$ cat config.mk
export PLATFORM = sky130hd
export DESIGN_NAME = entity_keypair_tokenizer_unit
export DESIGN_NICKNAME = d
export VERILOG_FILES = /design/src/rtl/ekt_pkg.sv /design/src/rtl/entity_keypair_tokenizer_unit.sv /design/src/rtl/ekt_parser.sv /design/src/rtl/ekt_out_stage.sv
export VERILOG_INCLUDE_DIRS = /design/src /design/src/rtl
export SDC_FILE = /design/constraint.sdc
export NUM_CORES = 1
export LEC_CHECK = 0
export ABC_CLOCK_PERIOD_IN_PS = 5100
export BUFFER_PORTS_ARGS = -buffer_cell sky130_fd_sc_hd__buf_4
export CELL_PAD_IN_SITES_DETAIL_PLACEMENT = 1
export CELL_PAD_IN_SITES_GLOBAL_PLACEMENT = 1
export CORE_MARGIN = 5
export CORE_UTILIZATION = 47
export CTS_CLUSTER_DIAMETER = 60
export CTS_CLUSTER_SIZE = 24
export DETAILED_ROUTE_END_ITERATION = 6
export PLACE_DENSITY_LB_ADDON = 0.1
export SLEW_MARGIN = 20
export SYNTH_ARGS = -nofsm -noshare
export SYNTH_HDL_FRONTEND = slang
export SYNTH_SLANG_ARGS = --single-unit
$ cat constraint.sdc
create_clock -name clock -period 5.1 [get_ports clock]
set_input_delay 0.765 -clock clock [delete_from_list [all_inputs] [get_ports clock]]
set_output_delay 0.765 -clock clock [all_outputs]
set_load 0.03 [all_outputs]
$ cat src/rtl/assert_macros.svh
// ----------------------------------------------------------------------------
// Assertion macros
// Shared concurrent assertion forms used by the RTL of the tokenizer.
// ----------------------------------------------------------------------------
`ifndef ASSERT_MACROS_SVH
`define ASSERT_MACROS_SVH

// Consequent must hold in the same cycle as the antecedent.
`define ASSERT_SAME(lbl, clk, rst, ante, cons) \
   lbl: assert property (@(posedge clk) disable iff (rst) (ante) |-> (cons)) \
      else $error("assertion failed");

// Consequent must hold in the cycle after the antecedent.
`define ASSERT_NEXT(lbl, clk, rst, ante, cons) \
   lbl: assert property (@(posedge clk) disable iff (rst) (ante) |=> (cons)) \
      else $error("assertion failed");

`endif

$ cat src/rtl/ekt_pkg.sv
// ----------------------------------------------------------------------------
// ekt_pkg
// Types and constants shared by the entity key/value tokenizer.
// ----------------------------------------------------------------------------
`timescale 1ns / 1ps

package ekt_pkg;

   localparam int unsigned LenWidth = 9;
   localparam logic [LenWidth-1:0] MaxLenReset = 9'd256;

   localparam logic [7:0] CharQuote = 8'h22;
   localparam logic [7:0] CharOpen  = 8'h7B;
   localparam logic [7:0] CharClose = 8'h7D;
   localparam logic [7:0] CharSpace = 8'h20;

   typedef enum logic [2:0] {
      PH_WAIT_OPEN = 3'd0,
      PH_IN_ENTITY = 3'd1,
      PH_KEY       = 3'd2,
      PH_VAL_START = 3'd3,
      PH_VAL       = 3'd4
   } phase_type;

   typedef enum logic [2:0] {
      TK_SKIP     = 3'd0,
      TK_OPEN     = 3'd1,
      TK_KEY_CHAR = 3'd2,
      TK_KEY_END  = 3'd3,
      TK_VAL_CHAR = 3'd4,
      TK_PAIR_END = 3'd5,
      TK_CLOSE    = 3'd6,
      TK_ERROR    = 3'd7
   } token_kind_type;

   typedef struct packed {
      logic [7:0] byte_in;
      logic       last_byte;
   } req_item_type;

   typedef struct packed {
      token_kind_type token_kind;
      logic [7:0]     char_out;
      logic [7:0]     char_position;
      logic           buffer_done;
      logic           buffer_ok;
   } rsp_item_type;

   typedef struct packed {
      phase_type            phase;
      logic [LenWidth-1:0]  length;
      logic                 error;
   } parse_status_type;

endpackage

$ cat src/rtl/entity_keypair_tokenizer_unit.sv
// ----------------------------------------------------------------------------
// entity_keypair_tokenizer_unit
// Streaming tokenizer for entity text of the form { "key" "value" ... }.
// ----------------------------------------------------------------------------
// Each transfer on the req_ channel carries one text byte and a flag that
// marks the last byte of a buffer. Each byte yields exactly one transfer on
// the rsp_ channel with its token kind, the string character and its
// position, and on the last byte the buffer completion and success flags.
// The csr_ port sets the string length limit; the user must write it only while idle, which the block does not enforce.
// A byte is captured in an input register, decoded combinationally against the
// parse state and placed in the result register. One byte is taken per cycle
// while the result register can drain; the parse state is updated as each
// byte is loaded into the result register.
// While rsp_stall is high the result register holds its token and the
// input register can still take one more byte before req_stall rises.
// Synchronous reset empties both registers, returns the parser to waiting
// for an entity open and sets the length limit to MAX_LEN_RESET, 256 by default.
// ----------------------------------------------------------------------------
`timescale 1ns / 1ps

`include "assert_macros.svh"

module entity_keypair_tokenizer_unit
   import ekt_pkg::*;
#(
   parameter logic [LenWidth-1:0] MAX_LEN_RESET = MaxLenReset
)
(
   input  logic                 clock,
   input  logic                 reset,
   input  logic                 req_valid,
   output logic                 req_stall,
   input  req_item_type         req_data,
   output logic                 rsp_valid,
   input  logic                 rsp_stall,
   output rsp_item_type         rsp_data,
   input  logic                 csr_write,
   input  logic [LenWidth-1:0]  csr_data
);

   logic [LenWidth-1:0] max_len_ff;
   logic                in_valid_ff;
   req_item_type        in_data_ff;
   logic                out_ready;
   logic                step;
   rsp_item_type        step_result;
   parse_status_type    status;

   always_ff @(posedge clock) begin
      if (reset) begin
         max_len_ff <= MAX_LEN_RESET;
      end else if (csr_write) begin
         max_len_ff <= csr_data;
      end
   end

   assign step      = in_valid_ff && out_ready;
   assign req_stall = in_valid_ff && !out_ready;

   always_ff @(posedge clock) begin
      if (reset) begin
         in_valid_ff <= 1'b0;
      end else if (!req_stall) begin
         in_valid_ff <= req_valid;
      end
   end

   always_ff @(posedge clock) begin
      if (req_valid && !req_stall) begin
         in_data_ff <= req_data;
      end
   end

   ekt_parser u_parser (
      .clock   (clock),
      .reset   (reset),
      .step    (step),
      .item    (in_data_ff),
      .max_len (max_len_ff),
      .result  (step_result),
      .status  (status)
   );

   ekt_out_stage u_out (
      .clock      (clock),
      .reset      (reset),
      .load_valid (in_valid_ff),
      .load_data  (step_result),
      .load_ready (out_ready),
      .rsp_valid  (rsp_valid),
      .rsp_stall  (rsp_stall),
      .rsp_data   (rsp_data)
   );

   `ASSERT_SAME(a_ok_needs_done, clock, reset, rsp_valid && rsp_data.buffer_ok, rsp_data.buffer_done)
   `ASSERT_SAME(a_error_no_char, clock, reset, rsp_valid && (rsp_data.token_kind == TK_ERROR), (rsp_data.char_out == 8'd0) && (rsp_data.char_position == 8'd0))
   `ASSERT_NEXT(a_last_clears, clock, reset, step && in_data_ff.last_byte, (status.phase == PH_WAIT_OPEN) && (status.length == '0) && !status.error)
   `ASSERT_NEXT(a_error_sticky, clock, reset, step && status.error && !in_data_ff.last_byte, status.error)

endmodule

$ cat src/rtl/ekt_parser.sv
// ----------------------------------------------------------------------------
// ekt_parser
// Parse state registers and the combinational token decision for one byte.
// ----------------------------------------------------------------------------
`timescale 1ns / 1ps

module ekt_parser
   import ekt_pkg::*;
(
   input  logic                 clock,
   input  logic                 reset,
   input  logic                 step,
   input  req_item_type         item,
   input  logic [LenWidth-1:0]  max_len,
   output rsp_item_type         result,
   output parse_status_type     status
);

   phase_type           phase_ff, phase_in;
   logic [LenWidth-1:0] length_ff, length_in;
   logic                error_ff, error_in;

   always_comb begin
      logic [7:0] b;
      logic       err;
      b        = item.byte_in;
      err      = error_ff;
      phase_in = phase_ff;
      length_in = length_ff;
      result   = '0;
      result.token_kind = TK_SKIP;

      if (!error_ff) begin
         unique case (phase_ff)
            PH_IN_ENTITY: begin
               if (b <= CharSpace) begin
                  result.token_kind = TK_SKIP;
               end else if (b == CharClose) begin
                  result.token_kind = TK_CLOSE;
                  phase_in = PH_WAIT_OPEN;
               end else if (b == CharQuote) begin
                  length_in = '0;
                  phase_in  = PH_KEY;
               end else begin
                  err = 1'b1;
               end
            end
            PH_KEY, PH_VAL: begin
               if (b == CharQuote) begin
                  result.token_kind = (phase_ff == PH_KEY) ? TK_KEY_END : TK_PAIR_END;
                  length_in = '0;
                  phase_in  = (phase_ff == PH_KEY) ? PH_VAL_START : PH_IN_ENTITY;
               end else if (length_ff >= max_len) begin
                  err = 1'b1;
               end else begin
                  result.token_kind    = (phase_ff == PH_KEY) ? TK_KEY_CHAR : TK_VAL_CHAR;
                  result.char_out      = b;
                  result.char_position = length_ff[7:0];
                  length_in            = length_ff + 1'b1;
               end
            end
            PH_VAL_START: begin
               if (b == CharQuote) begin
                  length_in = '0;
                  phase_in  = PH_VAL;
               end else if (b > CharSpace) begin
                  err = 1'b1;
               end
            end
            default: begin
               if (b == CharOpen) begin
                  result.token_kind = TK_OPEN;
                  phase_in = PH_IN_ENTITY;
               end else if (b > CharSpace) begin
                  err = 1'b1;
               end
            end
         endcase
      end

      if (err) begin
         result.token_kind    = TK_ERROR;
         result.char_out      = '0;
         result.char_position = '0;
      end
      result.buffer_done = item.last_byte;
      result.buffer_ok   = item.last_byte & ~err;
      error_in = err;

      if (item.last_byte) begin
         phase_in  = PH_WAIT_OPEN;
         length_in = '0;
         error_in  = 1'b0;
      end
   end

   always_ff @(posedge clock) begin
      if (reset) begin
         phase_ff  <= PH_WAIT_OPEN;
         length_ff <= '0;
         error_ff  <= 1'b0;
      end else if (step) begin
         phase_ff  <= phase_in;
         length_ff <= length_in;
         error_ff  <= error_in;
      end
   end

   assign status.phase  = phase_ff;
   assign status.length = length_ff;
   assign status.error  = error_ff;

endmodule

$ cat src/rtl/ekt_out_stage.sv
// ----------------------------------------------------------------------------
// ekt_out_stage
// Result register that holds a token until the receiver takes it.
// ----------------------------------------------------------------------------
`timescale 1ns / 1ps

module ekt_out_stage
   import ekt_pkg::*;
(
   input  logic         clock,
   input  logic         reset,
   input  logic         load_valid,
   input  rsp_item_type load_data,
   output logic         load_ready,
   output logic         rsp_valid,
   input  logic         rsp_stall,
   output rsp_item_type rsp_data
);

   logic         valid_ff;
   rsp_item_type data_ff;

   assign load_ready = !valid_ff || !rsp_stall;

   always_ff @(posedge clock) begin
      if (reset) begin
         valid_ff <= 1'b0;
      end else if (load_ready) begin
         valid_ff <= load_valid;
      end
   end

   always_ff @(posedge clock) begin
      if (load_ready && load_valid) begin
         data_ff <= load_data;
      end
   end

   assign rsp_valid = valid_ff;
   assign rsp_data  = data_ff;

endmodule
==> flow_metrics.env, run 1 <==
export IMPL_p_sw_w=0.000204
export IMPL_tns_ns=0
export IMPL_grt_pass1_vias=1948
export IMPL_synth_most_common_cell="edfxtp_1"
export IMPL_synthTopCellsByCount="30 x edfxtp_1, 25 x nor2_1, 24 x dfxtp_1"
export IMPL_pin_count=46
export IMPL_die_h_um=85.3
export IMPL_rsz0062_at_grt="no"
export IMPL_initial_core_util_pct=48.3
export IMPL_worst_endpoint_arrival_ns=2.69
export IMPL_clk_pin_slew_ns=0.09
export IMPL_dpl_cell_count=348
export IMPL_hold_viol_final=0
export IMPL_cap_violations=0
export IMPL_hold_path_class="flip-flop to flip-flop"
export IMPL_place_congestion=0.813
export IMPL_synthDistinctLibCells=50
export IMPL_cts_resized=0
export IMPL_seq_power_share_pct=60.2
export IMPL_coreArea_sq_mm=0.00551
export IMPL_first_pass_iters=4
export IMPL_nets=316
export IMPL_place_area_sq_mm=0.00300
export IMPL_grt_max_degree=22
export IMPL_wirelength_mm=5.63
export IMPL_crit_top_cell="a21oi_1"
export IMPL_regArea_sq_mm=0.00138
export IMPL_nFillCells=604
export IMPL_fin_crit_ns=2.45
export IMPL_max_slew_margin_pct=44.1
export IMPL_cts_tree="done"
export IMPL_post_drt_wl_per_cell_um=15.8
export IMPL_yosys_top_cells_area="edfxtp_1 34%, dfxtp_1 18%, ha_1 4.7%"
export IMPL_drive_gt1_share_pct=23.6
export IMPL_startpoint_type="flip-flop"
export IMPL_h_tree_depth=2
export IMPL_skew_ns=0.00825
export IMPL_syn_cell_area_sq_mm=0.00266
export IMPL_yosysTopAreaCell="edfxtp_1"
export IMPL_synth_edf_count=30
export IMPL_setup_viol=0
export IMPL_synth_cells=240
export IMPL_crit_path_end_kind="flip-flop"
export IMPL_clock_fmax_ghz=0.407
export IMPL_intPower_w=0.000610
export IMPL_fin_crit_sh_pct=48.1
export IMPL_worst_pin_slew_ns=0.837
export IMPL_synth_ff_type="edfxtp_1"
export IMPL_critPathBufInv=0
export IMPL_combPwrFrac_pct=11.4
export IMPL_path_cells="ha_1, a21oi_1, o21ai_0, o2bb2ai_1, o41a_4, or4_1, a21oi_1"
export IMPL_die_area_sq_mm=0.00727
export IMPL_cts_root_buf="clkbuf_8"
export IMPL_drv_slew=0
export IMPL_track_usage_pct=16.2
export IMPL_drt_first_iter_violations=151
export IMPL_antenna_found_initial=0
export IMPL_cellLeakagePower_nw=1.17
export IMPL_yosys_warnings=0
export IMPL_diodes=0
export IMPL_synthToLayoutAreaGrowth_pct=15.9
export IMPL_status="completed"
export IMPL_postCtsSetupBuffers=0
export IMPL_insertion_delay_ns=0.31
export IMPL_synth_seq_cells=54
export IMPL_fin_cells=356
export IMPL_yosys_area_top_type_share_pct=33.9
export IMPL_overflow=0
export IMPL_crit_required_ns=5.33
export IMPL_power_share_clock_pct=28.4
export IMPL_ctsHoldBuffers=0
export IMPL_synth_yosys_seq_area_share_pct=51.9
export IMPL_syn_num_nets=273
export IMPL_ant_nets=0
export IMPL_hpwl_mm=4.28
export IMPL_slowest_stage="o41a_4"
export IMPL_fin_hold_ws_ns=0.478
export IMPL_numClockSinks=54
export IMPL_avgSynthCellArea_sq_um=11.1
export IMPL_clockBufferDepth=2
export IMPL_async_reset_ff_share_pct=0
export IMPL_path_max_fanout=17
export IMPL_final_cell_area_sq_mm=0.00309
export IMPL_critPathTopFamily="compound AO/OA/AOI/OAI gates"
export IMPL_peakVddDrop_v=0.000131
export IMPL_fin_util_pct=56.0
export IMPL_vias_per_cell=5.47
export IMPL_drcViolationCount=0
export IMPL_die_x_um=85.3
export IMPL_multiInputGateArea_sq_mm=0.00114
export IMPL_grt_pass1_wl_mm=9.52
export IMPL_vias=1949
export IMPL_port_buffers=45
export IMPL_cp_slowest_stage_delay_ns=0.53
export IMPL_std_cell_rows=27
export IMPL_cts_made_buffers=5
export IMPL_power_density_mw_per_mm2=264
export IMPL_p_sw_share_pct=25.1
export IMPL_crit_type="flip-flop to flip-flop"
layout make-up:
type | count | area share [%]
clock inverter | 3 | 0.527
timing repair buffer | 45 | 10.9
tap | 72 | 2.92
sequential | 54 | 44.8
clock buffer | 5 | 2.23
inverter | 14 | 1.70
multi-input combinational | 163 | 36.9
layer usage:
layer / vias up / routed length [um] / GRT usage, %
met3: 4 / 276 / 3.20
li1: 964 / - / -
met5: - / 0 / 0
met2: 42 / 2800 / 28.1
met4: 0 / 44 / 3.45
met1: 939 / 2510 / 20.9
metrics by stage:
stage	total power, W	setup WS (ns)
floorplan	0.000558	2.91
global placement	0.000590	2.65
detailed placement	0.000593	2.59
CTS	0.000820	2.63
global route	0.000847	2.42
finish	0.000814	2.65
power by group through the flow:
stage	clock, W	sequential [W]	combinational, W
2_1_floorplan	0	0.000511	0.0000470
3_3_place_gp	0	0.000499	0.0000909
3_5_place_dp	0	0.000500	0.0000934
4_1_cts	0.000236	0.000490	0.0000941
5_1_grt	0.000253	0.000493	0.000101
6_report	0.000231	0.000490	0.0000930
worst min-delay path, cell delays in order (launching register included):
cell and delay, ns:
dfxtp_1 0.33, nand2_1 0.05, mux2i_1 0.05
final timing paths:
path / start / to / slack (ns) / cells after the start
worst max-delay path: u_parser.length_ff[2] / u_parser.length_ff[4] / 2.65 / 7
worst min-delay path: u_parser.length_ff[8] / u_parser.length_ff[8] / 0.48 / 2
worst max register to register: u_parser.length_ff[2] / u_parser.length_ff[4] / 2.65 / 7
worst min register to register: u_parser.length_ff[8] / u_parser.length_ff[8] / 0.48 / 2
registers in the layout (all words and copies together) (netlist names):
| signal | cells |
|---|---|
| u_parser.phase_ff | 3 |
| u_out.rsp_data | 21 |
| u_parser.error_ff | 1 |
| in_valid_ff | 1 |
| u_parser.length_ff | 9 |
| u_out.rsp_valid | 1 |
| in_data_ff | 9 |
| max_len_ff | 9 |
cell families after synthesis:
family | share of synthesized area [%]
AO/OA/AOI/OAI | 13.0
XOR/XNOR | 0.658
adder cells (fa/ha/maj) | 4.70
buffers and inverters | 5.31
flip-flops | 51.9
multiplexers | 4.51
AND/OR/NAND/NOR | 19.9
cell usage in the layout, fill, tap and decap left out, types with 2 or more instances in the layout:
| master | synthesis | routed |
|---|---|---|
| and2_1 | 18 | 18 |
| nor2b_1 | 2 | 2 |
| nor3_1 | 3 | 3 |
| nand4_1 | 3 | 3 |
| o31ai_1 | 6 | 6 |
| a221oi_2 | 2 | 2 |
| a21o_1 | 2 | 2 |
| a21oi_1 | 14 | 14 |
| buf_4 | 0 | 45 |
| edfxtp_1 | 30 | 30 |
| or4_4 | 2 | 2 |
| nand2_1 | 14 | 14 |
| nand3_1 | 3 | 3 |
| mux2i_1 | 12 | 12 |
| or4_1 | 7 | 7 |
| inv_1 | 14 | 14 |
| ha_1 | 10 | 10 |
| dfxtp_1 | 24 | 24 |
| o21ai_0 | 8 | 8 |
| nand2b_1 | 2 | 2 |
| clkbuf_8 | 1 | 5 |
| clkinv_1 | 0 | 2 |
| xnor2_1 | 2 | 2 |
| a31oi_1 | 3 | 3 |
| nor2_1 | 25 | 25 |
(Power assumes the default switching activity.)
==> run 2, diff against run 1 <==
--- a/config.mk
+++ b/config.mk
@@ -6,12 +6,12 @@
 export SDC_FILE = /design/constraint.sdc
 export NUM_CORES = 1
 export LEC_CHECK = 0
-export ABC_CLOCK_PERIOD_IN_PS = 5100
+export ABC_CLOCK_PERIOD_IN_PS = 2400
 export BUFFER_PORTS_ARGS = -buffer_cell sky130_fd_sc_hd__buf_4
 export CELL_PAD_IN_SITES_DETAIL_PLACEMENT = 1
 export CELL_PAD_IN_SITES_GLOBAL_PLACEMENT = 1
 export CORE_MARGIN = 5
-export CORE_UTILIZATION = 47
+export CORE_UTILIZATION = 44
 export CTS_CLUSTER_DIAMETER = 60
 export CTS_CLUSTER_SIZE = 24
 export DETAILED_ROUTE_END_ITERATION = 6
==> constraint.sdc (replaced) <==
create_clock -name clock -period 2.4 [get_ports clock]
set_input_delay 0.36 -clock clock [delete_from_list [all_inputs] [get_ports clock]]
set_output_delay 0.36 -clock clock [all_outputs]
set_load 0.03 [all_outputs]
==> run 2 against run 1 <==
  * Power is 130% higher
  * Count of clock-buffer cells in the layout grew 1
  * Register-to-register slack worse by 2.6 ns
  * Worst hold slack lost 0.26 ns
  * Largest power group unchanged
  * Critical path depth up 1
==> flow_metrics.env, run 2 (synthesized netlist as in run 1, its figures left out) <==
export IMPL_clock_fmax_ghz=0.431
export IMPL_critPathLaunch="max_len_ff[2]"
export IMPL_wirelength_mm=6.26
export IMPL_ant_nets=0
export IMPL_crit_required_ns=2.65
export IMPL_drcViolationCount=0
export IMPL_nFillCells=677
export IMPL_power_density_mw_per_mm2=566
export IMPL_die_area_sq_mm=0.00770
export IMPL_drt_first_iter_violations=77
export IMPL_worst_pin_slew_ns=0.412
export IMPL_diodes=0
export IMPL_slowest_stage="or4_4"
export IMPL_crit_path_end_kind="flip-flop"
export IMPL_vias=2018
export IMPL_final_cell_area_sq_mm=0.00333
export IMPL_hpwl_mm=4.46
export IMPL_die_x_um=87.8
export IMPL_die_h_um=87.8
export IMPL_rrSetupSlack_ns=0.08
export IMPL_max_slew_margin_pct=72.5
export IMPL_antenna_found_initial=0
export IMPL_skew_ns=0.00338
export IMPL_h_tree_depth=2
export IMPL_final_common_cell="buf_4"
export IMPL_peakVddDrop_v=0.000350
export IMPL_drv_slew=0
export IMPL_rsz0062_at_grt="yes"
export IMPL_hold_path_depth=1
export IMPL_initial_core_util_pct=45.2
export IMPL_cp_slowest_stage_delay_ns=0.53
export IMPL_cts_root_buf="clkbuf_8"
export IMPL_status="completed"
export IMPL_crit_type="flip-flop to flip-flop"
export IMPL_coreArea_sq_mm=0.00589
export IMPL_cap_violations=0
export IMPL_mostFrequentLayoutCells="64 x buf_4, 30 x edfxtp_1, 25 x nor2_1, 22 x dfxtp_1, 18 x and2_1"
export IMPL_grt_pass1_wl_mm=9.87
export IMPL_std_cell_rows=28
export IMPL_numClockSinks=54
export IMPL_post_drt_wl_per_cell_um=16.5
export IMPL_fin_util_pct=56.7
export IMPL_grt_pass1_vias=2018
export IMPL_clockBufferDepth=2
export IMPL_largest_reg_flops=21
export IMPL_synthToLayoutAreaGrowth_pct=25.3
export IMPL_setup_viol=0
export IMPL_tns_ns=0
export IMPL_cellLeakagePower_nw=1.29
export IMPL_port_buffers=45
export IMPL_overflow=0
export IMPL_vias_per_cell=5.31
export IMPL_worst_endpoint_arrival_ns=2.57
export IMPL_fin_crit_sh_pct=96.7
export IMPL_hold_viol_final=0
export IMPL_startpoint_type="flip-flop"
export IMPL_fin_hold_ws_ns=0.219
export IMPL_nets=337
export IMPL_ctsHoldBuffers=0
export IMPL_cts_made_buffers=5
export IMPL_r2r_end="u_parser.length_ff[3]"
export IMPL_cts_tree="done"
export IMPL_insertion_delay_ns=0.31
export IMPL_worst_r2r_path_depth=8
export IMPL_r2r_start="max_len_ff[2]"
export IMPL_fin_crit_ns=2.32
export IMPL_path_max_fanout=5
export IMPL_path_cells="inv_1, ha_1, a21oi_1, o21ai_1, o2bb2ai_2, o41a_4, or4_4, a21oi_2"
export IMPL_hold_path_class="primary input to flip-flop"
export IMPL_track_usage_pct=16.6
export IMPL_pin_count=46
export IMPL_min_delay_start="req_data[0]"
export IMPL_grt_max_degree=21
export IMPL_clk_pin_slew_ns=0.10
export IMPL_hold_end="in_data_ff[0]"
export IMPL_place_area_sq_mm=0.00311
export IMPL_first_pass_iters=4
export IMPL_drive_gt1_share_pct=32.8
export IMPL_place_congestion=0.822
==> run 2: changes by cell type in the layout (fill, tap and decap cells not counted), sizes merged <==
cell / previous run / this run
clkinv: 3 / 0
o41a: 1 / 2
bufinv: 0 / 1
clkbuf: 5 / 6
clkinvlp: 0 / 1
buf: 45 / 65
==> run 2: report_power, final <==
part           total [W]  internal [W]  switching (W)
Clock           0.000617      0.000312       0.000305
Sequential       0.00104       0.00101      0.0000236
Combinational   0.000233      0.000100       0.000132
==> run 2: timing repair <==
item                                    4_1_cts  5_1_grt
endpoints found under the setup margin        7       26
pin swaps                                     1       11
gates cloned                                  0        1
gates resized for setup                       1       16
buffers inserted                              0        6
==> run 2: layout make-up <==
class	count	area, sq um	share of cell area (%)
clock inverter	2	37.5	1.13
multi-input combinational	164	1210	36.2
clock buffer	6	72.6	2.18
timing repair buffer	65	485	14.6
sequential	54	1390	41.6
tap	75	93.8	2.81
inverter	14	52.6	1.58
==> run 2: stage by stage <==
stage / power [W] / instances / setup slack (ns)
finish: 0.00189 / 380 / 0.0783
detailed placement: 0.00127 / 365 / -0.00531
floorplan: 0.00118 / 240 / 0.214
global placement: 0.00126 / 365 / 0.0780
CTS: 0.00188 / 373 / 0.0200
global route: 0.00196 / 380 / -0.0195
==> run 2: metal layers <==
metal  routed length [um]  track usage (%)
met3                  255             3.20
met4                  109             5.44
met1                 2900             21.3
met5                    0                0
met2                 3000             28.1
==> run 2: how the worst max path moves through the flow <==
| stage | end | slack, ns | cells after the start |
|---|---|---|---|
| global placement | u_parser.length_ff[6] | 0.08 | 8 |
| finish | u_parser.length_ff[3] | 0.08 | 8 |
| CTS | u_parser.length_ff[5] | 0.02 | 7 |
| global route | u_parser.length_ff[3] | -0.02 | 8 |
| floorplan | u_out.rsp_data[16] | 0.21 | 5 |
| detailed placement | u_parser.length_ff[5] | -0.005 | 8 |
==> run 2: worst max-delay path, delay by kind of cell (launching register included) <==
kind	cells	cell delay, ns
AND/OR/NAND/NOR	1	0.53
AO/OA/AOI/OAI	5	1.04
flip-flops	1	0.34
buffers and inverters	1	0.04
adder cells (fa/ha/maj)	1	0.32
